==> config.mk <==
export PLATFORM = sky130hd
export DESIGN_NAME = ascii_telemetry_framer
export DESIGN_NICKNAME = d
export VERILOG_FILES = /design/src/design/atf_pkg.sv /design/src/design/atf_digits.sv /design/src/design/atf_serializer.sv /design/src/design/ascii_telemetry_framer.sv
export SDC_FILE = /design/constraint.sdc
export NUM_CORES = 1
export LEC_CHECK = 0
export BUFFER_PORTS_ARGS = -buffer_cell sky130_fd_sc_hd__buf_2
export CAP_MARGIN = 20
export CORE_UTILIZATION = 32
export CTS_CLUSTER_SIZE = 14
export DETAILED_ROUTE_END_ITERATION = 10
export SLEW_MARGIN = 20
export SYNTH_ARGS = -nofsm -noshare
export SYNTH_HDL_FRONTEND = slang
export SYNTH_SLANG_ARGS = --single-unit
==> constraint.sdc <==
create_clock -name aclk -period 5.2 [get_ports aclk]
set_input_delay 1.04 -clock aclk [delete_from_list [all_inputs] [get_ports aclk]]
set_output_delay 1.04 -clock aclk [all_outputs]
set_load 0.005 [all_outputs]
==> src/design/atf_pkg.sv <==
package atf_pkg;

    // Range limits for framing
    localparam logic [15:0] SPEED_MAX = 16'd9999;
    localparam logic [15:0] COUNT_MAX = 16'd999;

    // Frame layout
    localparam int          FRAME_LEN  = 11;
    localparam logic [7:0]  ASCII_ZERO = 8'h30;
    localparam logic [7:0]  HEAD_SPEED = 8'h52;
    localparam logic [7:0]  HEAD_COUNT = 8'h41;
    localparam logic [7:0]  LINE_FEED  = 8'h0A;

    // Checksum contribution of the fixed bytes: two headers plus the seven
    // 0x30 digit offsets, taken modulo 256
    localparam logic [7:0]  CSUM_BASE =
        8'((32'(HEAD_SPEED) + 32'(HEAD_COUNT) + 7 * 32'(ASCII_ZERO)) % 256);

    // Byte positions within the frame
    typedef enum logic [3:0] {
        POS_HEAD_SPEED = 4'd0,
        POS_SPD_TH     = 4'd1,
        POS_SPD_HU     = 4'd2,
        POS_SPD_TE     = 4'd3,
        POS_SPD_ON     = 4'd4,
        POS_HEAD_COUNT = 4'd5,
        POS_CNT_HU     = 4'd6,
        POS_CNT_TE     = 4'd7,
        POS_CNT_ON     = 4'd8,
        POS_CSUM       = 4'd9,
        POS_LINE_FEED  = 4'd10
    } frame_pos_t;

    // Decimal digits and checksum of one frame
    typedef struct packed {
        logic [3:0] spd_th;
        logic [3:0] spd_hu;
        logic [3:0] spd_te;
        logic [3:0] spd_on;
        logic [3:0] cnt_hu;
        logic [3:0] cnt_te;
        logic [3:0] cnt_on;
        logic [7:0] csum;
    } frame_t;

    // Decimal digit of v at weight unit, for v below ten times unit
    function automatic logic [3:0] dec_digit(input logic [13:0] v, input logic [13:0] unit);
        logic [3:0]  d;
        logic [13:0] thr;
        d = 4'd0;
        for (int i = 1; i < 10; i++) begin
            thr = 14'(i * 32'(unit));
            if (v >= thr) begin
                d = 4'(i);
            end
        end
        return d;
    endfunction

    // Remainder after removing digit d at weight unit
    function automatic logic [13:0] dec_rem(input logic [13:0] v, input logic [3:0] d,
                                            input logic [13:0] unit);
        logic [13:0] sub;
        sub = 14'(32'(d) * 32'(unit));
        return v - sub;
    endfunction

    // ASCII character of one decimal digit
    function automatic logic [7:0] to_ascii(input logic [3:0] d);
        return ASCII_ZERO | {4'h0, d};
    endfunction

endpackage

==> src/design/atf_digits.sv <==
module atf_digits
    import atf_pkg::*;
(
    input  logic        aclk,
    input  logic        aresetn,
    input  logic        in_valid,
    output logic        in_ready,
    input  logic [15:0] in_speed,
    input  logic [15:0] in_count,
    output logic        out_valid,
    input  logic        out_ready,
    output frame_t      out_frame
);

    // Stage 1: range check, out-of-range transactions are dropped here
    logic        v1_reg;
    logic [13:0] spd1_reg;
    logic [9:0]  cnt1_reg;
    // Stage 2: thousands digit of speed
    logic        v2_reg;
    logic [3:0]  spd_th2_reg;
    logic [9:0]  spd2_reg;
    logic [9:0]  cnt2_reg;
    // Stage 3: hundreds digits
    logic        v3_reg;
    logic [3:0]  spd_th3_reg, spd_hu3_reg, cnt_hu3_reg;
    logic [6:0]  spd3_reg, cnt3_reg;
    // Stage 4: tens and ones digits
    logic        v4_reg;
    frame_t      f4_reg;
    // Stage 5: checksum
    logic        v5_reg;
    frame_t      f5_reg;
    frame_t      f5_next;

    logic ready1, ready2, ready3, ready4, ready5;
    logic in_range;

    logic [3:0]  th_d, sh_d, ch_d, st_d, ct_d;
    logic [13:0] s_rem2, s_rem3, c_rem3;
    logic [13:0] s_rem4, c_rem4;
    logic [7:0]  dsum;

    // A stage loads when empty or when its contents move on
    assign ready5   = !v5_reg || out_ready;
    assign ready4   = !v4_reg || ready5;
    assign ready3   = !v3_reg || ready4;
    assign ready2   = !v2_reg || ready3;
    assign ready1   = !v1_reg || ready2;
    assign in_ready = ready1;

    assign in_range = (in_speed <= SPEED_MAX) && (in_count <= COUNT_MAX);

    // Digit arithmetic per stage
    always_comb begin
        th_d   = dec_digit(spd1_reg, 14'd1000);
        s_rem2 = dec_rem(spd1_reg, th_d, 14'd1000);
        sh_d   = dec_digit({4'd0, spd2_reg}, 14'd100);
        s_rem3 = dec_rem({4'd0, spd2_reg}, sh_d, 14'd100);
        ch_d   = dec_digit({4'd0, cnt2_reg}, 14'd100);
        c_rem3 = dec_rem({4'd0, cnt2_reg}, ch_d, 14'd100);
        st_d   = dec_digit({7'd0, spd3_reg}, 14'd10);
        s_rem4 = dec_rem({7'd0, spd3_reg}, st_d, 14'd10);
        ct_d   = dec_digit({7'd0, cnt3_reg}, 14'd10);
        c_rem4 = dec_rem({7'd0, cnt3_reg}, ct_d, 14'd10);
        dsum   = 8'(f4_reg.spd_th) + 8'(f4_reg.spd_hu) + 8'(f4_reg.spd_te)
               + 8'(f4_reg.spd_on) + 8'(f4_reg.cnt_hu) + 8'(f4_reg.cnt_te)
               + 8'(f4_reg.cnt_on);
        f5_next      = f4_reg;
        f5_next.csum = CSUM_BASE + dsum;
    end

    // Valid bits
    always_ff @(posedge aclk) begin
        if (!aresetn) begin
            v1_reg <= 1'b0;
            v2_reg <= 1'b0;
            v3_reg <= 1'b0;
            v4_reg <= 1'b0;
            v5_reg <= 1'b0;
        end else begin
            if (ready1) v1_reg <= in_valid && in_range;
            if (ready2) v2_reg <= v1_reg;
            if (ready3) v3_reg <= v2_reg;
            if (ready4) v4_reg <= v3_reg;
            if (ready5) v5_reg <= v4_reg;
        end
    end

    // Payload registers
    always_ff @(posedge aclk) begin
        if (ready1) begin
            spd1_reg <= in_speed[13:0];
            cnt1_reg <= in_count[9:0];
        end
        if (ready2) begin
            spd_th2_reg <= th_d;
            spd2_reg    <= s_rem2[9:0];
            cnt2_reg    <= cnt1_reg;
        end
        if (ready3) begin
            spd_th3_reg <= spd_th2_reg;
            spd_hu3_reg <= sh_d;
            cnt_hu3_reg <= ch_d;
            spd3_reg    <= s_rem3[6:0];
            cnt3_reg    <= c_rem3[6:0];
        end
        if (ready4) begin
            f4_reg.spd_th <= spd_th3_reg;
            f4_reg.spd_hu <= spd_hu3_reg;
            f4_reg.spd_te <= st_d;
            f4_reg.spd_on <= s_rem4[3:0];
            f4_reg.cnt_hu <= cnt_hu3_reg;
            f4_reg.cnt_te <= ct_d;
            f4_reg.cnt_on <= c_rem4[3:0];
            f4_reg.csum   <= 8'd0;
        end
        if (ready5) begin
            f5_reg <= f5_next;
        end
    end

    assign out_valid = v5_reg;
    assign out_frame = f5_reg;

endmodule

==> src/design/atf_serializer.sv <==
module atf_serializer
    import atf_pkg::*;
(
    input  logic       aclk,
    input  logic       aresetn,
    input  logic       in_valid,
    output logic       in_ready,
    input  frame_t     in_frame,
    output logic       out_valid,
    input  logic       out_ready,
    output logic [7:0] out_byte,
    output logic       out_last
);

    frame_t     frame_reg;
    logic [3:0] idx_reg;
    logic       busy_reg;
    logic       last;
    logic       done;

    assign last     = (idx_reg == POS_LINE_FEED);
    assign done     = busy_reg && out_ready && last;
    assign in_ready = !busy_reg || done;

    // Byte counter and frame holding register
    always_ff @(posedge aclk) begin
        if (!aresetn) begin
            busy_reg <= 1'b0;
            idx_reg  <= POS_HEAD_SPEED;
        end else if (in_valid && in_ready) begin
            busy_reg <= 1'b1;
            idx_reg  <= POS_HEAD_SPEED;
        end else if (busy_reg && out_ready) begin
            if (last) begin
                busy_reg <= 1'b0;
            end else begin
                idx_reg <= idx_reg + 4'd1;
            end
        end
    end

    always_ff @(posedge aclk) begin
        if (in_valid && in_ready) begin
            frame_reg <= in_frame;
        end
    end

    // Byte select
    always_comb begin
        unique case (idx_reg)
            POS_HEAD_SPEED: out_byte = HEAD_SPEED;
            POS_SPD_TH:     out_byte = to_ascii(frame_reg.spd_th);
            POS_SPD_HU:     out_byte = to_ascii(frame_reg.spd_hu);
            POS_SPD_TE:     out_byte = to_ascii(frame_reg.spd_te);
            POS_SPD_ON:     out_byte = to_ascii(frame_reg.spd_on);
            POS_HEAD_COUNT: out_byte = HEAD_COUNT;
            POS_CNT_HU:     out_byte = to_ascii(frame_reg.cnt_hu);
            POS_CNT_TE:     out_byte = to_ascii(frame_reg.cnt_te);
            POS_CNT_ON:     out_byte = to_ascii(frame_reg.cnt_on);
            POS_CSUM:       out_byte = frame_reg.csum;
            POS_LINE_FEED:  out_byte = LINE_FEED;
            default:        out_byte = LINE_FEED;
        endcase
    end

    assign out_valid = busy_reg;
    assign out_last  = last;

endmodule

==> src/design/ascii_telemetry_framer.sv <==
// The first frame byte reaches m_tx_byte after the digit stages and the serializer load.
// Frames are 11 bytes, their rate set by the single byte-wide result port; the 5-stage
// digit pipeline takes a new transaction every cycle unless held back by the serializer.
// Out-of-range inputs are accepted and produce no bytes.
// Reset (aresetn low, synchronous) empties the pipeline and the byte serializer.
module ascii_telemetry_framer
    import atf_pkg::*;
(
    input  logic        aclk,
    input  logic        aresetn,
    input  logic        s_valid,
    output logic        s_ready,
    input  logic [15:0] s_engine_speed,
    input  logic [15:0] s_pulse_count,
    output logic        m_valid,
    input  logic        m_ready,
    output logic [7:0]  m_tx_byte,
    output logic        m_last_byte
);

    logic   frm_valid;
    logic   frm_ready;
    frame_t frm;

    // Digit extraction and checksum pipeline
    atf_digits u_digits (
        .aclk      (aclk),
        .aresetn   (aresetn),
        .in_valid  (s_valid),
        .in_ready  (s_ready),
        .in_speed  (s_engine_speed),
        .in_count  (s_pulse_count),
        .out_valid (frm_valid),
        .out_ready (frm_ready),
        .out_frame (frm)
    );

    // Frame to byte stream
    atf_serializer u_ser (
        .aclk      (aclk),
        .aresetn   (aresetn),
        .in_valid  (frm_valid),
        .in_ready  (frm_ready),
        .in_frame  (frm),
        .out_valid (m_valid),
        .out_ready (m_ready),
        .out_byte  (m_tx_byte),
        .out_last  (m_last_byte)
    );

endmodule
; Word level (Yosys, flattened, before mapping)
; Cells that the tools add are included.
[word_totals]
register_bits = 184
in_bits = 36
out_inout_bits = 11
wordCells = 189
[op_classes]
addsub = 13
multipliers = 5
magnitude_cmp = 47
n_eq_ne = 10
n_mux = 49
bitwise = 2
reduce_logical = 23
[op_table]
columns = op, n
row1 = "greater-or-equal comparator 10 bit, second input constant", 8
row2 = case mux 8 bit (10 select lines), 1
row3 = "greater-or-equal comparator 10 x 9 -> 1 bit, second input constant", 6
row4 = 2-to-1 mux 3 bit, 20
row5 = "greater-or-equal comparator 14 x 13 -> 1 bit, second input constant", 4
row6 = "greater-or-equal comparator 7 x 6 -> 1 bit, second input constant", 6
row7 = "greater-or-equal comparator 7 bit, second input constant", 6
row8 = adder 8 x 4 -> 8 bit, 5
row9 = 2-to-1 mux 4 bit, 10
row10 = "greater-or-equal comparator 14 x 12 -> 1 bit, second input constant", 2
row11 = "greater-or-equal comparator 7 x 5 -> 1 bit, second input constant", 4
row12 = "greater-or-equal comparator 10 x 7 -> 1 bit, second input constant", 2
row13 = "greater-or-equal comparator 10 x 8 -> 1 bit, second input constant", 2
row14 = 2-to-1 mux 2 bit, 10
row15 = "equality test 4 x 3 -> 1 bit, second input constant", 4
row16 = "<= comparator 16 x 10 -> 1 bit, second input constant", 1
row17 = "<= comparator 16 x 14 -> 1 bit, second input constant", 1
row18 = "greater-or-equal comparator 14 x 10 -> 1 bit, second input constant", 1
row19 = "greater-or-equal comparator 14 x 11 -> 1 bit, second input constant", 1
row20 = "greater-or-equal comparator 14 bit, second input constant", 1
row21 = "greater-or-equal comparator 7 x 4 -> 1 bit, second input constant", 2
row22 = subtractor 7 bit, 2
row23 = "equality test 4 bit, second input constant", 3
row24 = "multiplier 4 x 5 -> 5 bit, second input constant", 2
row25 = other kinds (18), 45

; Depth between registers and ports, before layout
[logic_depth]
word_depth = 12
ltp_mapped = 17
depth_no_buf = 17

; By module
; From an unflattened synthesis, not the netlist that was laid out.
[hier_totals]
cells_unflattened = 654
area_unflattened_um2 = 8878.5
[by_module_without_submodules]
columns = module, n_inst, cells_each, area_per_inst_um2, seq_area_each_um2
row1 = atf_digits, 1, 519, 7063.0, 4244.1
row2 = atf_serializer, 1, 135, 1815.5, 1181.1

; Least setup slack after synthesis
; Ideal clock, no wire load.
[synth_timing]
kind = register to register
start = register u_digits.spd1_reg[6]
end = register u_digits.spd2_reg[9] (data pin)
setup_ps = 264
arrival_ps = 3736
required_time_ps = 4936
slack_ps = 1200
stages_incl_launch_ff = 17
path_buffers = 0
period_less_slack_ps = 4000
cell_sequence = edfxtp_1 -> nand4_1 -> nor2_1 -> a21oi_1 -> a31oi_1 -> o21ai_1 -> nor3_1 -> ha_1 -> fa_1 -> inv_1 -> fa_1 -> ha_1 -> o21ai_0 -> o21bai_1 -> a21oi_1 -> xnor2_1 -> xnor2_1
[synth_between]
elab_cells_between_ends = 20
cone_classes = add/sub: 1 / mul: 1 / order compare: 9 / mux: 9
[synth_rtl]
columns = item, line_no
row1 = from (decl), atf_digits.sv:17  ; logic [13:0] spd1_reg;
row2 = from (signal assigned), atf_digits.sv:93  ; spd1_reg <= in_speed[13:0];
row3 = greater-or-equal comparator 14 x 11 -> 1 bit, atf_pkg.sv:53  ; if (v >= thr) begin
row4 = 2-to-1 mux 2 bit (2 in a row), atf_pkg.sv:53
row5 = 2-to-1 mux 3 bit (4 in a row), atf_pkg.sv:53
row6 = 2-to-1 mux 4 bit, atf_pkg.sv:53
row7 = 2-to-1 mux 4 bit *, atf_pkg.sv:53
row8 = named net u_digits.th_d[1], atf_digits.sv:39  ; logic [3:0] th_d, sh_d, ch_d, st_d, ct_d;
row9 = multiplier 4 x 7 -> 7 bit *, atf_pkg.sv:64  ; sub = 14'(32'(d) * 32'(unit));
row10 = subtractor 10 bit *, atf_pkg.sv:65  ; return v - sub;
row11 = named net u_digits.s_rem2[9], atf_digits.sv:40  ; logic [13:0] s_rem2, s_rem3, c_rem3;
row12 = to (signal assigned), atf_digits.sv:98  ; spd2_reg <= s_rem2[9:0];
row13 = to (decl), atf_digits.sv:22  ; logic [9:0] spd2_reg;
; The timed path passes the listed nets; every way through them passes the cells marked *.
; A chain may end at the register's enable or synchronous reset.

; Final worst setup path
[layout_timing]
start = register u_digits.spd1_reg[7]
end = register u_digits.spd2_reg[9] (data pin)
[layout_between]
elab_cells_between_ends = 20
cone_classes = add/sub: 1 / mul: 1 / order compare: 9 / mux: 9
[layout_rtl]
columns = item, line_no
row1 = greater-or-equal comparator 14 x 13 -> 1 bit, atf_pkg.sv:53
row2 = 2-to-1 mux 4 bit, atf_pkg.sv:53
row3 = 2-to-1 mux 4 bit *, atf_pkg.sv:53
row4 = named net u_digits.th_d[3], atf_digits.sv:39
row5 = multiplier 4 x 7 -> 7 bit *, atf_pkg.sv:64
row6 = subtractor 10 bit *, atf_pkg.sv:65
row7 = named net u_digits.s_rem2[9], atf_digits.sv:40
; Marked as above.

==> out/metrics.cfg <==
[routing]
drc = 0
wl_per_cell_um = 13.3
drt_iter0_markers = 249
avgViaCountPerCell = 4.54
wl_um = 14500
dr.pass1.iters = 4
vias = 4938
ant_nets = 0

[clock_network]
cts_resized = 0
cts.sinks = 184
numCtsBuffers = 17
path_clk_slew_ps = 70
cts_hold_buf = 0
clock_latency_ps = 430
htree_num_levels = 4
tritoncts = built
post-cts-setup-buffers = 0
root_buffer = clkbuf_16
clock_path_buffers = 2

[timing]
tightest_slew_ps = 992
finalCritPeriodShare = 0.790
period_needed_ps = 4110
drv_slew = 0
rsz0062_at_grt = no
setup_tns_ps = 0
fmax_ghz = 0.244
final.setup_skew_ps = 14.0
timing.slew.headroom = 0.338
hold_viol = 0
final-setup-viol-count = 0

[setup_path]
reg2reg_to = u_digits.spd2_reg[9]
rrSetupSlack_ps = 1090
startpoint = u_digits.spd1_reg[7]
cp-end-kind = flop
critPathMaxStageDelay_ps = 530
cp_max_fo = 6
slowest_stage = fa_1
crit_cells = 14
start_kind = flop
cp.arrival_ps = 4280
worstReg2RegStart = u_digits.spd1_reg[7]
crit_chain = o211ai_1, nor2_1, or2_1, nor2_1, ha_1, fa_1, inv_1, fa_1, ha_1, o21ai_0, o21bai_1, a21oi_1, xnor2_1, xnor2_1
rr_worst_depth = 14
critPathKind = flop to flop
path_delay_family = adder cells
critPathCapture = u_digits.spd2_reg[9]
cp_data_required_time_ps = 5370
cp_num_buf_inv = 1

[logic_synthesis]
syn_area_sq_um = 8870
synth-main-ff-cell = edfxtp_1
synth_cells = 656
ys_seq_elements = 184
netlist-cell-type-count = 67
async_flop_share = 0
synth_area_leaders = edfxtp_1 59%, ha_1 5.9%, fa_1 5.9%
yosysTopAreaCellShare = 0.589
yosys.area.top_type = edfxtp_1
yosys_warnings = 0
yosysSeqAreaShare = 0.612
synth-edff-count = 174
syn_nets = 760
avgSynthCellArea_sq_um = 13.5

[power_and_ir_drop]
worst_ir_drop_vdd_mv = 0.608
power.leakage_nw = 3.95
p_total_mw = 6.63
p_per_area_nw_per_um2 = 653

[place]
place.gp.congestion = 0.791
dp_hpwl_um = 10400
place_inst = 1055
port_buffers = 46
placed_area_sq_um = 9500

[floorplan]
die_h_um = 168
coreArea_sq_um = 27100
fp.dieW_um = 168
die_area_sq_um = 28400
initial_core_util = 0.327
rows = 60
ios = 47

[final_layout]
diodes = 0
drive_above_1_share = 0.135
nets = 807
final_cells = 1088
final_cell_mix = 174 x edfxtp_1, 75 x inv_1, 46 x buf_2
final_util = 0.374
area_growth_pct = 14.4
final_common_cell = edfxtp_1
finalInstanceArea_sq_um = 10100

[grt]
grt_pass1_wl_um = 24200
grt_overflow_total = 0
track_usage = 0.110
grt_max_degree = 38
grt_pass1_vias = 4796
antenna_found_initial = 0

[status]
outcome = complete, no violations

[min_path]
hold_path_class = flop to flop

[run]
drv_cap = 0

[power breakdown]
part | switching [mW] | internal [mW] | leakage [nW] | total, mW
combinational | 1.46 | 1.38 | 1.77 | 2.84
clock | 0.546 | 0.764 | 0.305 | 1.31
sequential | 0.235 | 2.25 | 1.88 | 2.48
[cells in the mapped netlist (all sizes together) (3+ instances only)]
library cell and count:
edfxtp 174, inv 77, ha 42, a21oi 39, nor2 33, xnor2 31
fa 26, nand2 20, o21ai 16, clkbuf 13, nand3 12, a21o 10
dfxtp 10, a22oi 9, buf 9, nor2b 9, nor3 9, nand2b 8
nor4 8, o211ai 8, xor2 7, o21a 6, or3 6, a31oi 5
o21bai 5, a22o 4, and3 4, nand3b 4, o22ai 4, a211o 3
a211oi 3, a221oi 3, a222oi 3, a41oi 3, mux2i 3, o311a 3
o31ai 3, or2 3
[cell families (layout without fill, tap and decap cells)]
kind of cell | count (synthesis) | count (layout) | share of synthesized area
flip-flops | 184 | 184 | 0.612
AO/OA/AOI/OAI | 140 | 140 | 0.112
AND/OR/NAND/NOR | 124 | 124 | 0.0726
buffers and inverters | 99 | 159 | 0.0437
adder cells (fa/ha/maj) | 68 | 68 | 0.118
XOR/XNOR | 38 | 38 | 0.0384
multiplexers | 3 | 3 | 0.00339
[how the worst min path moves through the flow]
stage | startpoint | endpoint | slack (ps) | depth (start not counted)
CTS | u_digits.out_frame[15] | u_ser.frame_reg[15] | 410 | 0
global route | u_digits.out_frame[15] | u_ser.frame_reg[15] | 410 | 0
global placement | u_digits.cnt1_reg[1] | u_digits.cnt2_reg[1] | 400 | 0
finish | u_digits.out_frame[15] | u_ser.frame_reg[15] | 410 | 0
detailed placement | u_digits.cnt1_reg[2] | u_digits.cnt2_reg[2] | 400 | 0
floorplan | u_digits.cnt1_reg[0] | u_digits.cnt2_reg[0] | 400 | 0
[metrics by stage]
step | hold slack (ps) | setup slack (ps)
2_1_floorplan | 400 | 1200
3_3_place_gp | 400 | 1160
3_5_place_dp | 405 | 1120
4_1_cts | 415 | 1100
5_1_grt | 414 | 771
6_report | 405 | 1090
[layout make-up]
| class | instances | area (sq um) |
|---|---|---|
| clock inverter | 10 | 100 |
| fill | 2567 | 17000 |
| sequential | 184 | 5430 |
| inverter | 77 | 289 |
| clock buffer | 22 | 517 |
| tap | 372 | 465 |
| multi-input combinational | 373 | 3070 |
| timing repair buffer | 50 | 280 |
[layer usage]
| metal | global-route usage | vias to the layer above | wire [um] |
|---|---|---|---|
| met4 | 0.0415 | 0 | 119 |
| met1 | 0.143 | 2328 | 6920 |
| met2 | 0.178 | 92 | 7000 |
| met3 | 0.0248 | 9 | 458 |
| li1 | - | 2509 | - |
| met5 | 0 | - | 0 |
Power figures use the tool's default switching activity.
